`config.mk`:
```
export PLATFORM = sky130hd
export DESIGN_NAME = shift_register_key_matrix_scanner_flat
export DESIGN_NICKNAME = d
export VERILOG_FILES = /design/src/design/scm_pkg.sv /design/src/design/scm_req_if.sv /design/src/design/scm_res_if.sv /design/src/design/scm_keys.sv /design/src/design/scm_seq.sv /design/src/design/shift_register_key_matrix_scanner.sv /design/src/flat_wrapper.sv
export SDC_FILE = /design/constraint.sdc
export NUM_CORES = 1
export LEC_CHECK = 0
export BUFFER_PORTS_ARGS = -buffer_cell sky130_fd_sc_hd__buf_2
export CAP_MARGIN = 20
export CORE_MARGIN = 1
export CORE_UTILIZATION = 30
export DETAILED_ROUTE_END_ITERATION = 10
export PLACE_DENSITY = 0.58
export SLEW_MARGIN = 40
export SYNTH_ARGS = -nofsm -noshare
export SYNTH_HDL_FRONTEND = slang
export SYNTH_HIERARCHICAL = 1
export SYNTH_SLANG_ARGS = --single-unit
```
`constraint.sdc`:
```
create_clock -name i_clk -period 4.7 [get_ports i_clk]
set_input_delay 0.47 -clock i_clk [delete_from_list [all_inputs] [get_ports i_clk]]
set_output_delay 0.47 -clock i_clk [all_outputs]
set_load 0.1 [all_outputs]
```
`src/design/scm_pkg.sv`:
```
package scm_pkg;

    localparam int KEY_W     = 16;
    localparam int ROW_IDX_W = 3;
    localparam int SETTLE_W  = 8;
    localparam int PIN_W     = 5;

    typedef enum logic [4:0] {
        PH_INIT_CLK_LO, PH_INIT_CLK_HI, PH_INIT_LAT_LO, PH_INIT_LAT_HI, PH_IDLE,
        PH_Z_CLK_LO, PH_Z_CLK_HI, PH_ONE_DLO, PH_ONE_DHI, PH_ONE_CLK_HI,
        PH_LAT_LO, PH_LAT_HI, PH_LOAD_HI, PH_LOAD_LO, PH_COL_LO, PH_COL_HI,
        PH_RCLK_LO, PH_RCLK_HI, PH_RLAT_LO, PH_RLAT_HI
    } t_phase;

    typedef struct packed {
        logic                 row_latch_pin;
        logic                 row_clock_pin;
        logic                 row_data_pin;
        logic                 col_load_pin;
        logic                 col_clock_pin;
        logic                 row_valid;
        logic [ROW_IDX_W-1:0] row_index;
        logic [KEY_W-1:0]     row_bits;
        logic                 row_changed;
        logic                 scan_done;
        logic                 scan_changed;
        logic                 busy_res;
    } t_res;

    // bit0 row latch, bit1 row clock, bit2 row data, bit3 col load, bit4 col clock
    function automatic logic [PIN_W-1:0] pins_of(input t_phase ph);
        logic [PIN_W-1:0] p;
        p = 5'b01000;
        if (ph == PH_INIT_LAT_HI || ph == PH_LAT_HI || ph == PH_RLAT_HI) begin
            p[0] = 1'b1;
        end
        if (ph == PH_INIT_CLK_HI || ph == PH_Z_CLK_HI || ph == PH_ONE_CLK_HI ||
            ph == PH_RCLK_HI) begin
            p[1] = 1'b1;
        end
        if (ph == PH_ONE_DHI || ph == PH_ONE_CLK_HI) begin
            p[2] = 1'b1;
        end
        if (ph == PH_LOAD_LO) begin
            p[3] = 1'b0;
        end
        if (ph == PH_COL_HI) begin
            p[4] = 1'b1;
        end
        return p;
    endfunction

endpackage

```
`src/design/scm_req_if.sv`:
```
interface scm_req_if;
    logic valid;
    logic ready;
    logic col_data;
    logic start_scan;

    modport source (output valid, output col_data, output start_scan, input ready);
    modport sink   (input valid, input col_data, input start_scan, output ready);
endinterface

```
`src/design/scm_res_if.sv`:
```
interface scm_res_if;
    logic        valid;
    logic        ready;
    logic        row_latch_pin;
    logic        row_clock_pin;
    logic        row_data_pin;
    logic        col_load_pin;
    logic        col_clock_pin;
    logic        row_valid;
    logic [2:0]  row_index;
    logic [15:0] row_bits;
    logic        row_changed;
    logic        scan_done;
    logic        scan_changed;
    logic        busy_res;

    modport source (
        output valid, output row_latch_pin, output row_clock_pin, output row_data_pin,
        output col_load_pin, output col_clock_pin, output row_valid, output row_index,
        output row_bits, output row_changed, output scan_done, output scan_changed,
        output busy_res, input ready
    );
    modport sink (
        input valid, input row_latch_pin, input row_clock_pin, input row_data_pin,
        input col_load_pin, input col_clock_pin, input row_valid, input row_index,
        input row_bits, input row_changed, input scan_done, input scan_changed,
        input busy_res, output ready
    );
endinterface

```
`src/design/scm_keys.sv`:
```
module scm_keys
    import scm_pkg::*;
#(
    parameter int ROWS = 8,
    parameter int IW   = 3
) (
    input  logic             i_clk,
    input  logic             i_rst_n,
    input  logic [IW-1:0]    i_addr,
    input  logic             i_we,
    input  logic [KEY_W-1:0] i_wdata,
    output logic [KEY_W-1:0] o_rdata
);

    logic [KEY_W-1:0] r_keys [ROWS];

    always_ff @(posedge i_clk) begin
        if (!i_rst_n) begin
            for (int i = 0; i < ROWS; i++) begin
                r_keys[i] <= '0;
            end
        end else if (i_we) begin
            r_keys[i_addr] <= i_wdata;
        end
    end

    assign o_rdata = r_keys[i_addr];

endmodule

```
`src/design/scm_seq.sv`:
```
module scm_seq
    import scm_pkg::*;
#(
    parameter int ROWS = 8,
    parameter int COLS = 16
) (
    input  logic                i_clk,
    input  logic                i_rst_n,
    input  logic                i_cfg_we,
    input  logic [SETTLE_W-1:0] i_cfg_data,
    input  logic                i_accept,
    input  logic                i_col_data,
    input  logic                i_start_scan,
    output t_res                o_res
);

    localparam int RW = $clog2(ROWS + 1);
    localparam int CW = $clog2(COLS + 1);
    localparam int IW = (ROWS > 1) ? $clog2(ROWS) : 1;
    localparam int AW = $clog2(KEY_W);

    logic [SETTLE_W-1:0] r_settle;
    t_phase              r_phase,   n_phase;
    logic [RW-1:0]       r_row_cnt, n_row_cnt;
    logic [CW-1:0]       r_col_cnt, n_col_cnt;
    logic [SETTLE_W-1:0] r_wait,    n_wait;
    logic [KEY_W-1:0]    r_accum,   n_accum;
    logic                r_any,     n_any;

    logic [IW-1:0]       key_addr;
    logic                key_we;
    logic [KEY_W-1:0]    key_rdata;

    scm_keys #(.ROWS(ROWS), .IW(IW)) u_keys (
        .i_clk   (i_clk),
        .i_rst_n (i_rst_n),
        .i_addr  (key_addr),
        .i_we    (key_we),
        .i_wdata (r_accum),
        .o_rdata (key_rdata)
    );

    always_ff @(posedge i_clk) begin
        if (!i_rst_n) begin
            r_settle <= SETTLE_W'(1);
        end else if (i_cfg_we) begin
            r_settle <= i_cfg_data;
        end
    end

    always_ff @(posedge i_clk) begin
        if (!i_rst_n) begin
            r_phase   <= PH_INIT_CLK_LO;
            r_row_cnt <= '0;
            r_col_cnt <= '0;
            r_wait    <= '0;
            r_accum   <= '0;
            r_any     <= 1'b0;
        end else if (i_accept) begin
            r_phase   <= n_phase;
            r_row_cnt <= n_row_cnt;
            r_col_cnt <= n_col_cnt;
            r_wait    <= n_wait;
            r_accum   <= n_accum;
            r_any     <= n_any;
        end
    end

    always_comb begin
        logic [SETTLE_W-1:0] limit;
        logic [SETTLE_W-1:0] wait_inc;
        logic [PIN_W-1:0]    pins;
        logic                started;
        t_phase              ph;

        limit   = (r_settle == '0) ? SETTLE_W'(1) : r_settle;
        started = (r_phase == PH_IDLE) && i_start_scan;
        ph      = started ? ((ROWS > 1) ? PH_Z_CLK_LO : PH_ONE_DLO) : r_phase;

        n_phase   = ph;
        n_row_cnt = started ? '0 : r_row_cnt;
        n_col_cnt = r_col_cnt;
        n_wait    = started ? '0 : r_wait;
        n_accum   = r_accum;
        n_any     = started ? 1'b0 : r_any;

        key_addr = (r_row_cnt < RW'(ROWS)) ? IW'(r_row_cnt) : IW'(ROWS - 1);
        key_we   = 1'b0;

        pins = pins_of(ph);
        o_res               = '0;
        o_res.row_latch_pin = pins[0];
        o_res.row_clock_pin = pins[1];
        o_res.row_data_pin  = pins[2];
        o_res.col_load_pin  = pins[3];
        o_res.col_clock_pin = pins[4];
        o_res.busy_res      = (ph != PH_IDLE);

        wait_inc = n_wait + SETTLE_W'(1);
        if (ph != PH_IDLE) begin
            n_wait = wait_inc;
            if (wait_inc >= limit) begin
                n_wait = '0;
                case (ph)
                    PH_INIT_CLK_HI: begin
                        n_row_cnt = n_row_cnt + RW'(1);
                        if (n_row_cnt >= RW'(ROWS)) begin
                            n_row_cnt = '0;
                            n_phase   = PH_INIT_LAT_LO;
                        end else begin
                            n_phase = PH_INIT_CLK_LO;
                        end
                    end
                    PH_INIT_LAT_HI: begin
                        n_phase = PH_IDLE;
                    end
                    PH_Z_CLK_HI: begin
                        n_row_cnt = n_row_cnt + RW'(1);
                        n_phase   = (n_row_cnt >= RW'(ROWS - 1)) ? PH_ONE_DLO : PH_Z_CLK_LO;
                    end
                    PH_LAT_HI: begin
                        n_row_cnt = '0;
                        n_accum   = '0;
                        n_phase   = PH_LOAD_HI;
                    end
                    PH_LOAD_LO: begin
                        n_col_cnt = '0;
                        n_phase   = PH_COL_LO;
                    end
                    PH_COL_LO: begin
                        if (i_col_data && (32'(r_col_cnt) < KEY_W)) begin
                            n_accum[AW'(r_col_cnt)] = 1'b1;
                        end
                        n_phase = PH_COL_HI;
                    end
                    PH_COL_HI: begin
                        n_col_cnt = r_col_cnt + CW'(1);
                        n_phase   = (n_col_cnt >= CW'(COLS)) ? PH_RCLK_LO : PH_COL_LO;
                    end
                    PH_RLAT_HI: begin
                        o_res.row_valid = 1'b1;
                        o_res.row_index = ROW_IDX_W'(key_addr);
                        o_res.row_bits  = r_accum;
                        if (key_rdata != r_accum) begin
                            o_res.row_changed = 1'b1;
                            n_any             = 1'b1;
                            key_we            = 1'b1;
                        end
                        n_row_cnt = n_row_cnt + RW'(1);
                        n_accum   = '0;
                        if (n_row_cnt >= RW'(ROWS)) begin
                            o_res.scan_done    = 1'b1;
                            o_res.scan_changed = n_any;
                            n_row_cnt          = '0;
                            n_phase            = PH_IDLE;
                        end else begin
                            n_phase = PH_LOAD_HI;
                        end
                    end
                    default: begin
                        n_phase = t_phase'(ph + 5'd1);
                    end
                endcase
            end
        end

        key_we = key_we && i_accept;
    end

endmodule

```
`src/design/shift_register_key_matrix_scanner.sv`:
```
// channel | dir | handshake         | payload
// i_req   | in  | valid/ready       | col_data, start_scan
// o_res   | out | valid/ready       | pin levels, row report, scan report, busy_res
// cfg     | in  | i_cfg_we          | i_cfg_data = settle_ticks
//
// One request per clock while ready; each yields one result in the next cycle.
// The sequencer state and key store advance in the accepting cycle; the result
// waits in the output register, and i_req.ready stays high while it is taken.
// Reset is synchronous and starts the row driver clear sequence.
module shift_register_key_matrix_scanner
    import scm_pkg::*;
#(
    parameter int ROWS = 8,
    parameter int COLS = 16
) (
    input  logic                i_clk,
    input  logic                i_rst_n,
    input  logic                i_cfg_we,
    input  logic [SETTLE_W-1:0] i_cfg_data,
    scm_req_if.sink             i_req,
    scm_res_if.source           o_res
);

    logic accept;
    t_res seq_res;
    t_res r_res;
    logic r_valid;

    assign i_req.ready = !r_valid || o_res.ready;
    assign accept      = i_req.valid && i_req.ready;

    scm_seq #(.ROWS(ROWS), .COLS(COLS)) u_seq (
        .i_clk        (i_clk),
        .i_rst_n      (i_rst_n),
        .i_cfg_we     (i_cfg_we),
        .i_cfg_data   (i_cfg_data),
        .i_accept     (accept),
        .i_col_data   (i_req.col_data),
        .i_start_scan (i_req.start_scan),
        .o_res        (seq_res)
    );

    always_ff @(posedge i_clk) begin
        if (!i_rst_n) begin
            r_valid <= 1'b0;
        end else if (accept) begin
            r_valid <= 1'b1;
        end else if (o_res.ready) begin
            r_valid <= 1'b0;
        end
    end

    always_ff @(posedge i_clk) begin
        if (accept) begin
            r_res <= seq_res;
        end
    end

    assign o_res.valid         = r_valid;
    assign o_res.row_latch_pin = r_res.row_latch_pin;
    assign o_res.row_clock_pin = r_res.row_clock_pin;
    assign o_res.row_data_pin  = r_res.row_data_pin;
    assign o_res.col_load_pin  = r_res.col_load_pin;
    assign o_res.col_clock_pin = r_res.col_clock_pin;
    assign o_res.row_valid     = r_res.row_valid;
    assign o_res.row_index     = r_res.row_index;
    assign o_res.row_bits      = r_res.row_bits;
    assign o_res.row_changed   = r_res.row_changed;
    assign o_res.scan_done     = r_res.scan_done;
    assign o_res.scan_changed  = r_res.scan_changed;
    assign o_res.busy_res      = r_res.busy_res;

endmodule
```
`src/flat_wrapper.sv`:
```
// flat-port wrapper written by rule: the top's interface ports become plain ports
module shift_register_key_matrix_scanner_flat import scm_pkg::*;
#(
    parameter int ROWS = 8,
    parameter int COLS = 16
)
  (i_clk, i_rst_n, i_cfg_we, i_cfg_data, i_req_valid, i_req_col_data, i_req_start_scan, i_req_ready, o_res_valid, o_res_row_latch_pin, o_res_row_clock_pin, o_res_row_data_pin, o_res_col_load_pin, o_res_col_clock_pin, o_res_row_valid, o_res_row_index, o_res_row_bits, o_res_row_changed, o_res_scan_done, o_res_scan_changed, o_res_busy_res, o_res_ready);
  scm_req_if i_req_i ();
  scm_res_if o_res_i ();
  input  logic i_clk;
  input  logic i_rst_n;
  input  logic i_cfg_we;
  input  logic [SETTLE_W-1:0] i_cfg_data;
  input wire logic [$bits(i_req_i.valid)-1:0] i_req_valid;
  input wire logic [$bits(i_req_i.col_data)-1:0] i_req_col_data;
  input wire logic [$bits(i_req_i.start_scan)-1:0] i_req_start_scan;
  output wire logic [$bits(i_req_i.ready)-1:0] i_req_ready;
  output wire logic [$bits(o_res_i.valid)-1:0] o_res_valid;
  output wire logic [$bits(o_res_i.row_latch_pin)-1:0] o_res_row_latch_pin;
  output wire logic [$bits(o_res_i.row_clock_pin)-1:0] o_res_row_clock_pin;
  output wire logic [$bits(o_res_i.row_data_pin)-1:0] o_res_row_data_pin;
  output wire logic [$bits(o_res_i.col_load_pin)-1:0] o_res_col_load_pin;
  output wire logic [$bits(o_res_i.col_clock_pin)-1:0] o_res_col_clock_pin;
  output wire logic [$bits(o_res_i.row_valid)-1:0] o_res_row_valid;
  output wire logic [$bits(o_res_i.row_index)-1:0] o_res_row_index;
  output wire logic [$bits(o_res_i.row_bits)-1:0] o_res_row_bits;
  output wire logic [$bits(o_res_i.row_changed)-1:0] o_res_row_changed;
  output wire logic [$bits(o_res_i.scan_done)-1:0] o_res_scan_done;
  output wire logic [$bits(o_res_i.scan_changed)-1:0] o_res_scan_changed;
  output wire logic [$bits(o_res_i.busy_res)-1:0] o_res_busy_res;
  input wire logic [$bits(o_res_i.ready)-1:0] o_res_ready;
  assign i_req_i.valid = i_req_valid;
  assign i_req_i.col_data = i_req_col_data;
  assign i_req_i.start_scan = i_req_start_scan;
  assign i_req_ready = i_req_i.ready;
  assign o_res_valid = o_res_i.valid;
  assign o_res_row_latch_pin = o_res_i.row_latch_pin;
  assign o_res_row_clock_pin = o_res_i.row_clock_pin;
  assign o_res_row_data_pin = o_res_i.row_data_pin;
  assign o_res_col_load_pin = o_res_i.col_load_pin;
  assign o_res_col_clock_pin = o_res_i.col_clock_pin;
  assign o_res_row_valid = o_res_i.row_valid;
  assign o_res_row_index = o_res_i.row_index;
  assign o_res_row_bits = o_res_i.row_bits;
  assign o_res_row_changed = o_res_i.row_changed;
  assign o_res_scan_done = o_res_i.scan_done;
  assign o_res_scan_changed = o_res_i.scan_changed;
  assign o_res_busy_res = o_res_i.busy_res;
  assign o_res_i.ready = o_res_ready;
  shift_register_key_matrix_scanner #(.ROWS(ROWS), .COLS(COLS)) u_core (.i_clk(i_clk), .i_rst_n(i_rst_n), .i_cfg_we(i_cfg_we), .i_cfg_data(i_cfg_data), .i_req(i_req_i), .o_res(o_res_i));
endmodule
```
==> Flow_metrics.wiki <==
{| class="wikitable"
! Metric !! Value
|-
| Critical Path Fanout Max || 16
|-
| Total overflow reported by the global router || 0
|-
| Vias in the first global route || 6351
|-
| Count of final setup violators || 0
|-
| Start point of the worst hold path || i_cfg_data[0]
|-
| Fill cell instance count of the final layout || 3148
|-
| Reported leakage power || 4.157 nW
|-
| Setup slack after layout || 0.3420 ns
|-
| Num ports || 46
|-
| Element type at the critical path end || flip-flop
|-
| Largest net degree at the start of global routing || 46
|-
| Proportion of power drawn by combinational gates || 8.1%
|-
| Global-route wire length before repair || 36970 um
|-
| NetSw || 0.9662 mW
|-
| Root buffer cell || sky130_fd_sc_hd__clkbuf_16
|-
| Deepest clock path buffer count || 3
|-
| TritonCTS Buffers || 22
|-
| Hold Path Cell Cnt || 3
|-
| Data required, critical path || 5.06 ns
|-
| Worst setup skew after layout || 0.02047 ns
|-
| Number of DRC violations after detailed-routing iteration 0 || 306
|-
| Worst-case setup slack after placement || 0.2852 ns
|-
| Post-route fraction of the period consumed by the critical path || 92.72%
|-
| Number of nets with antenna violations after routing || 0
|-
| Vias per inst || 4.847
|-
| Biggest area contributors in the synthesized netlist || sky130_fd_sc_hd__edfxtp_1, sky130_fd_sc_hd__and2_1, sky130_fd_sc_hd__dfxtp_1, sky130_fd_sc_hd__mux4_1, sky130_fd_sc_hd__xor2_1
|-
| Seq cells post-synth || 205
|-
| Tot GR Track Use || 14.20%
|-
| Clock Sinks || 205
|-
| Worst-skew pair later-pin latency || 0.51 ns
|-
| Post-route core utilization || 35.63%
|-
| Sequential Power Share || 48.9%
|-
| Total number of vias || 6292
|-
| Arrival @ worst endpoint || 4.72 ns
|-
| Hold bufs inserted after CTS || 0
|-
| Logic depth of the worst register-to-register path || 17
|-
| Int Pwr || 3.211 mW
|-
| Count of TritonRoute iterations in the first routing pass || 5
|-
| Start of the worst register-to-register path || u_core/u_seq/r_phase[4]
|-
| Minimum period implied by the final worst setup slack || 4.358 ns
|-
| Post-Synthesis Net Count || 816
|-
| Tightest Pin Transition || 0.9022 ns
|-
| Category of the worst setup path launch point || flip-flop
|-
| Routed wire length per instance || 18.26 um
|-
| Result of the run || completed
|-
| Initial standard-cell utilization of the core || 30.61%
|-
| Post-synth EDFFs || 157
|-
| Post-Syn Area || 9985 um^2
|-
| Post-Synthesis Mean Instance Area || 12.72 um^2
|-
| Final estimated routing congestion in global placement || 0.8102
|-
| PwrDens || 359.5 nW/um^2
|-
| Width of the die || 184.4 um
|-
| FFs w/ async S/R, synth || 0%
|-
| Detailed Route WL || 23700 um
|-
| Final-report max-slew violation count || 0
|-
| Switching part of the total || 23.13%
|-
| RSZ-0062 raised after global routing || yes
|-
| End of the worst register-to-register path || u_core/u_seq/u_keys/r_keys[5][4]
|-
| Maximum Capacitance Violations || 0
|-
| TritonCTS clock tree || yes
|-
| Maximum level of the CTS H-tree || 1
|-
| Clock share of power || 43.0%
|-
| Share of synthesized area occupied by flip-flops and latches || 56.84%
|-
| Library cell occupying the most area in the post-synthesis netlist || sky130_fd_sc_hd__edfxtp_1
|-
| Floorplan row count || 66
|-
| Area of the core region || 32620 um^2
|-
| Yosys cell types || 71
|-
| Clock transition at path regs || 0.06 ns
|-
| IO Port Bufs || 45
|-
| Antenna violations before repair || 0
|-
| Detailed placer's ending HPWL || 15470 um
|-
| Maximum resistive drop on vdd || 216.8 uV
|-
| Number of antenna repair diodes || 0
|-
| YS warnings || 6
|-
| End point of the most critical hold path || u_core/u_seq/r_settle[0]
|-
| Area overhead of the layout relative to synthesis || 16.39%
|-
| Die Span Y || 184.4 um
|-
| Total Nets Final || 871
|-
| CP Class || flip-flop to flip-flop
|-
| Number of cells in the finished layout apart from fillers || 1298
|-
| Die Outline Area || 34020 um^2
|-
| Most used flip-flop cell after synthesis || sky130_fd_sc_hd__edfxtp_1
|-
| Number of placed instances, taps included || 1258
|-
| DRC violation count after routing || 0
|-
| Hold/Removal Path Class || primary input to flip-flop
|-
| Post-synthesis instance total || 785
|-
| Fin. Hold Viols || 0
|-
| Relative max-transition margin || 39.79%
|-
| Share of final-layout standard cells stronger than drive strength 1 || 17.52%
|-
| Post-synth top area share || 47.22%
|-
| R2R setup slack || 0.34 ns
|-
| Achievable clock frequency || 0.2295 GHz
|}
[registers in the layout (all words and copies together) (netlist names), 3 cells and up]
register                    cells
u_core/u_seq/r_row_cnt          4
u_core/u_seq/r_wait             8
u_core/o_res.row_bits          16
u_core/u_seq/u_keys/r_keys    128
u_core/u_seq/r_accum           16
u_core/u_seq/r_phase            5
u_core/u_seq/r_col_cnt          5
u_core/u_seq/r_settle           8
u_core/o_res.row_index          3
[synth_stat cells (all sizes together) (2+ instances only)]
cell type / count
a211oi: 5
a21boi: 6
a21oi: 12
a22oi: 3
a31oi: 9
a32oi: 2
and2: 156
and3: 5
buf: 16
clkbuf: 26
dfxtp: 48
edfxtp: 157
ha: 16
inv: 24
mux2: 15
mux2i: 11
mux4: 30
nand2: 39
nand2b: 9
nand3: 21
nand3b: 4
nand4: 5
nand4b: 2
nor2: 41
nor2b: 13
nor3: 3
nor4: 7
o211ai: 3
o21a: 9
o21ai: 16
o221ai: 2
o22ai: 8
o311ai: 2
o31ai: 2
o32ai: 2
or3: 5
or4: 2
xnor2: 3
xor2: 26
[layout by cell type (no fill, tap or decap), types with 11 or more instances in the layout]
| cell type | Yosys | final |
|---|---|---|
| sky130_fd_sc_hd__dfxtp_1 | 48 | 48 |
| sky130_fd_sc_hd__and2_1 | 155 | 155 |
| sky130_fd_sc_hd__nor2b_1 | 13 | 13 |
| sky130_fd_sc_hd__buf_2 | 8 | 45 |
| sky130_fd_sc_hd__nand2_1 | 38 | 37 |
| sky130_fd_sc_hd__buf_4 | 2 | 25 |
| sky130_fd_sc_hd__nor2_1 | 39 | 36 |
| sky130_fd_sc_hd__ha_1 | 16 | 16 |
| sky130_fd_sc_hd__xor2_1 | 26 | 26 |
| sky130_fd_sc_hd__inv_1 | 24 | 24 |
| sky130_fd_sc_hd__a21oi_1 | 12 | 12 |
| sky130_fd_sc_hd__mux2_2 | 15 | 15 |
| sky130_fd_sc_hd__mux2i_1 | 11 | 11 |
| sky130_fd_sc_hd__nand3_1 | 21 | 21 |
| sky130_fd_sc_hd__edfxtp_1 | 157 | 157 |
| sky130_fd_sc_hd__clkbuf_16 | 0 | 23 |
| sky130_fd_sc_hd__mux4_1 | 23 | 23 |
[critical path: stages, from the launching register on]
cell and delay, ns:
sky130_fd_sc_hd__dfxtp_1 0.31, sky130_fd_sc_hd__nor3_1 0.25, sky130_fd_sc_hd__nand3_1 0.19, sky130_fd_sc_hd__and2_1 0.23, sky130_fd_sc_hd__ha_1 0.22, sky130_fd_sc_hd__nand3_1 0.10, sky130_fd_sc_hd__xor2_1 0.14, sky130_fd_sc_hd__nor2_1 0.08
sky130_fd_sc_hd__ha_1 0.29, sky130_fd_sc_hd__nand2_1 0.04, sky130_fd_sc_hd__a211o_1 0.27, sky130_fd_sc_hd__o21ba_2 0.22, sky130_fd_sc_hd__nor3b_1 0.26, sky130_fd_sc_hd__nand2_1 0.13, sky130_fd_sc_hd__inv_1 0.16, sky130_fd_sc_hd__nand3_1 0.38
sky130_fd_sc_hd__nor2_2 0.72, sky130_fd_sc_hd__and2_1 0.23
[cell type report]
type	instances	area, um^2	share of cell area [%]
inverters	24	90.09	0.7752
repair buffers	73	473.0	4.070
flip-flops and latches	205	5675	48.84
well taps	442	553.0	4.759
multi-input cells	514	4081	35.12
clock inverters	10	126.4	1.087
clock buffers	30	621.8	5.351
[stage by stage]
stage                     hold WS (ns)  TNS (ns)  area, um^2  power [mW]
after CTS                       0.1874         0       11600       4.224
after global routing            0.2072   -0.2567       11620       4.320
final                           0.2018         0       11620       4.177
after detailed placement        0.4714         0       10850       2.423
after global placement          0.4616         0       10820       2.420
after floorplan                 0.4437    -12.39        9985       2.331
[power groups by stage]
stage	Combinational [mW]	Sequential (mW)	Clock, mW
final	0.339	2.04	1.79
after global routing	0.363	2.05	1.91
after CTS	0.341	2.05	1.84
after detailed placement	0.339	2.08	0
after global placement	0.337	2.08	0
after floorplan	0.165	2.17	0
[metal layers]
metal / part of all wire (%) / vias to the layer above / global-route usage (%) / wire length, um
met5: 0 / - / 0 / 0
met4: 1.5 / 0 / 3.500 / 346
met3: 3.8 / 28 / 1.759 / 907
met2: 50 / 122 / 24.57 / 11760
met1: 45 / 3153 / 18.74 / 10680
li1: - / 2989 / - / -
[what timing repair did]
action / CTS / global route
hold endpoints to repair: 0 / 0
resized for setup: 0 / 2
endpoints found under the setup margin: 0 / 28
buffers inserted: 0 / 0
[worst max path at each step]
stage                            start                                 to  slack, ns  cells past startpoint
3_5_place_dp          i_req_start_scan  u_core/u_seq/u_keys/r_keys[5][12]       0.29                     17
3_3_place_gp          i_req_start_scan  u_core/u_seq/u_keys/r_keys[7][10]       0.18                     17
4_1_cts        u_core/u_seq/r_phase[4]   u_core/u_seq/u_keys/r_keys[5][0]       0.26                     17
5_1_grt        u_core/u_seq/r_phase[4]   u_core/u_seq/u_keys/r_keys[6][9]      -0.04                     17
6_report       u_core/u_seq/r_phase[4]   u_core/u_seq/u_keys/r_keys[5][4]       0.34                     17
2_1_floorplan  u_core/u_seq/r_phase[2]   u_core/u_seq/u_keys/r_keys[4][0]      -0.19                     18
[logic make-up after synthesis]
| family | count (synthesis) | synth area share (%) |
|---|---|---|
| AOI/OAI and AO/OA | 97 | 7.118 |
| xor gates and xnor gates | 29 | 2.544 |
| adders and majority gates | 16 | 2.005 |
| buffers and inverters | 66 | 3.033 |
| DFF | 205 | 56.84 |
| muxes | 56 | 10.43 |
| and+or+nand+nor | 316 | 18.03 |
No activity file was read; power rests on OpenSTA's default activity.
